[src/hw/rtl/isort_pkg.sv]
// Shared types for the insertion sorter: value type and cell control word.
package isort_pkg;

	localparam int VALUE_W = 32;

	typedef logic signed [VALUE_W-1:0] value_t;

	// Control word broadcast from the top level to every cell.
	typedef struct packed {
		logic insert;
		logic shift;
	} cell_ctl_t;

endpackage

[src/hw/rtl/isort_cell.sv]
// One cell of the sorting chain: holds one value, and shifts, inserts or keeps it as the control word says.
module isort_cell
	import isort_pkg::*;
(
	input  logic      clk,
	input  cell_ctl_t ctl,
	input  value_t    new_value,
	input  logic      occupied,
	input  logic      left_greater,
	input  value_t    left_value,
	input  value_t    right_value,
	output value_t    value,
	output logic      greater
);

	value_t value_q;

	// An empty cell counts as greater, so the new word lands after the last held one.
	assign greater = !occupied || (value_q > new_value);
	assign value   = value_q;

	always_ff @(posedge clk) begin
		if (ctl.shift) begin
			value_q <= right_value;
		end else if (ctl.insert && greater) begin
			value_q <= left_greater ? left_value : new_value;
		end
	end

endmodule

[config.mk]
export PLATFORM = sky130hd
export DESIGN_NAME = isort_cell
export DESIGN_NICKNAME = d
export VERILOG_FILES = /design/src/hw/rtl/isort_pkg.sv /design/src/hw/rtl/isort_cell.sv
export SDC_FILE = /design/constraint.sdc
export NUM_CORES = 1
export LEC_CHECK = 0
export BUFFER_PORTS_ARGS = -buffer_cell sky130_fd_sc_hd__buf_2
export CAP_MARGIN = 5
export CORE_MARGIN = 10
export CORE_UTILIZATION = 45
export CTS_CLUSTER_SIZE = 30
export DETAILED_ROUTE_END_ITERATION = 8
export HOLD_SLACK_MARGIN = 0.02
export PLACE_DENSITY_LB_ADDON = 0.3
export SYNTH_ARGS = -nofsm -noshare
export SYNTH_HDL_FRONTEND = slang
export SYNTH_SLANG_ARGS = --single-unit
[constraint.sdc]
create_clock -name clk -period 9.95 [get_ports clk]
set_input_delay 1.99 -clock clk [delete_from_list [all_inputs] [get_ports clk]]
set_output_delay 1.99 -clock clk [all_outputs]
set_load 0.005 [all_outputs]
==> run summary <==
Clock buffer count from CTS: 5
Drt total wl: 7080 um
Mapped Avg Cell Area: 9.52 um2
Max-slew violation count: 0
CTS-repair resized insts: 0
Post-CTS Setup Inserts: 0
Initial Util: 47.5%
Crit. End Element: output pin
DRT Pass-1 Iters: 4
Synth unique cells: 25
Placed wire-length estimate: 5890 um
Worst EP arrival: 3.64 ns
Post-route clock period utilization: 56.6%
Clock sinks: 32
Placed insts: 452
Crit Path Class: input pin to output pin
Static leakage: 1.76 nW
Unrepaired setup endpoints after global routing: no
DRC violations left: 0
Overflow after GRT: 0
Clock Latency Late Sink: 0.28 ns
Pwr dens: 121 nW/um2
P&R area growth vs syn: 32.4%
Number of global-route vias before repair: 2471
Max-cap violations: 0
TritonCTS clock tree: done
ANT cells: 0
Setup TNS: 0 ns
Hold_sp: value[2]
Required @ worst endpoint: 7.96 ns
Total number of vias: 2264
Antenna viol nets, final: 0
Worst slew pin tran: 1.03 ns
Fin cells: 460
Num ports: 134
CTS root buf: clkbuf_8
Compound-gate portion of the synthesized area: 14.2%
GRT Overall Usage: 15.9%
Min Tclk post-route: 5.63 ns
Max reg flops: 32
# port buffers: 133
Die Ht: 94.2 um
Worst reg2reg path startpoint: value[14]
Clk pin slew, worst setup/hold paths: 0.07 ns
Gpl congestion: 0.789
Post-Synth Adder-Cell Area: 16.2%
H-tree depth: 2
Maximum clock rate: 0.178 GHz
Hold Buf Count CTS: 0
Worst-path maximum fanout: 3
Worst-case clock buffer depth: 2
Synth Area in XOR/XNOR: 0%
Post-Syn Instances: 260
Routed WL per cell: 15.4 um
#FFs+latches synth: 32
Initial antenna violation count: 1
Final setup skew: 0.00721 ns
Via-to-Cell Ratio: 4.92
Total core area: 5200 um2
Syn. warnings: 0
Number of nets in the layout: 522
Min-delay worst type: flop to flop
Final Hold Viols: 0
DR iter-0 viols: 84
Largest net degree at the start of global routing: 66
Status: completed
Critical path startpoint: new_value[14]
Mapped Area: 2470 um2
Die area: 8870 um2
DIE WIDTH: 94.2 um
Syn_nets: 393
Row cnt: 26
Layout cells sized above 1: 37.2%
Seq/Total Area, Yosys: 38.8%
Mux contribution to synthesized area: 12.9%
Endpoints failing setup: 0
Post-Synth Simple-Gate Area: 10.7%
Largest family of logic cells by synthesized area: adder cells
Critical Path Start Type: input pin
First-pass GRT wire length: 11500 um
Relative slew margins: 31.1%
Worst ir drop on vdd: 0.0816 mV
where the power goes:
part / switching (mW) / internal (mW) / leakage, nW
logic: 0.0629 / 0.0571 / 1.38
registers: 0.00868 / 0.170 / 0.332
clock network: 0.0504 / 0.0475 / 0.0453
Yosys cell counts, drive strengths merged:
| master | n | area share, % |
|---|---|---|
| nor2 | 2 | 0.30 |
| nand2 | 38 | 5.8 |
| buf | 3 | 0.61 |
| nand3 | 5 | 1.0 |
| clkbuf | 8 | 1.2 |
| a211oi | 2 | 0.61 |
| nand2b | 1 | 0.25 |
| o31ai | 1 | 0.30 |
| and4 | 1 | 0.35 |
| o211a | 2 | 0.81 |
| inv | 35 | 5.3 |
| or2 | 1 | 0.25 |
| o21a | 1 | 0.30 |
| ha | 32 | 16 |
| nor4 | 2 | 1.0 |
| a21o | 3 | 0.91 |
| o221ai | 1 | 0.35 |
| a21oi | 14 | 2.8 |
| nand4 | 6 | 1.8 |
| mux2i | 32 | 13 |
| o21ai | 37 | 7.5 |
| a2111oi | 1 | 0.61 |
| edfxtp | 32 | 39 |
cell usage in the layout, fill, tap and decap left out, types with 3 or more instances in the layout:
| cell | instances |
|---|---|
| clkbuf_8 | 5 |
| mux2i_1 | 32 |
| ha_1 | 32 |
| inv_1 | 35 |
| o21ai_0 | 35 |
| nand4_1 | 5 |
| buf_2 | 133 |
| edfxtp_1 | 32 |
| nand2_1 | 38 |
| nand3_1 | 5 |
| a21oi_1 | 14 |
| a21o_1 | 3 |
through the flow:
step | setup WS, ns | utilization [%] | hold slack [ns] | power [mW] | instance area (um2)
2_1_floorplan | 4.75 | - | 1.72 | 0.247 | 2470
3_3_place_gp | 4.41 | 61.4 | 1.45 | 0.299 | 3190
3_5_place_dp | 4.32 | 61.4 | 1.46 | 0.303 | 3190
4_1_cts | 4.31 | 63.0 | 1.48 | 0.401 | 3280
5_1_grt | 4.18 | 63.0 | 1.54 | 0.426 | 3280
6_report | 4.32 | 63.0 | 1.44 | 0.396 | 3280
worst max-delay path: stages:
cell	delay, ns
buf_2	0.09
inv_1	0.04
ha_1	0.30
nand4_2	0.16
nor4_2	0.35
a211oi_1	0.15
o211a_1	0.29
o21ai_1	0.14
buf_2	0.13
routing by layer:
| layer | wire, um | global-route usage [%] |
|---|---|---|
| met3 | 603 | 6.63 |
| met2 | 3600 | 28.3 |
| met4 | 22 | 2.66 |
| met5 | 0 | 0 |
| met1 | 2850 | 17.3 |
path summary, 6_finish.rpt:
check	endpoint	slack, ns	depth (start not counted)
setup / recovery	greater	4.32	9
hold / removal	value[20]	1.44	5
hold reg to reg	value[20]	1.44	5
setup reg to reg	value[29]	7.07	6
area by class of cell:
type	count	area, um2
multi-input cells	182	1350
fillers	479	1930
flip-flops and latches	32	961
clock inverters	3	13.8
clock buffers	5	68.8
inverters	35	131
well taps	70	87.6
repair buffers	133	666
cells by family after synthesis:
group | after synthesis
compound gates | 62
simple gates | 56
buf+inv | 46
mux | 32
fa+ha+maj | 32
flops | 32
Power figures use the tool's default switching activity.
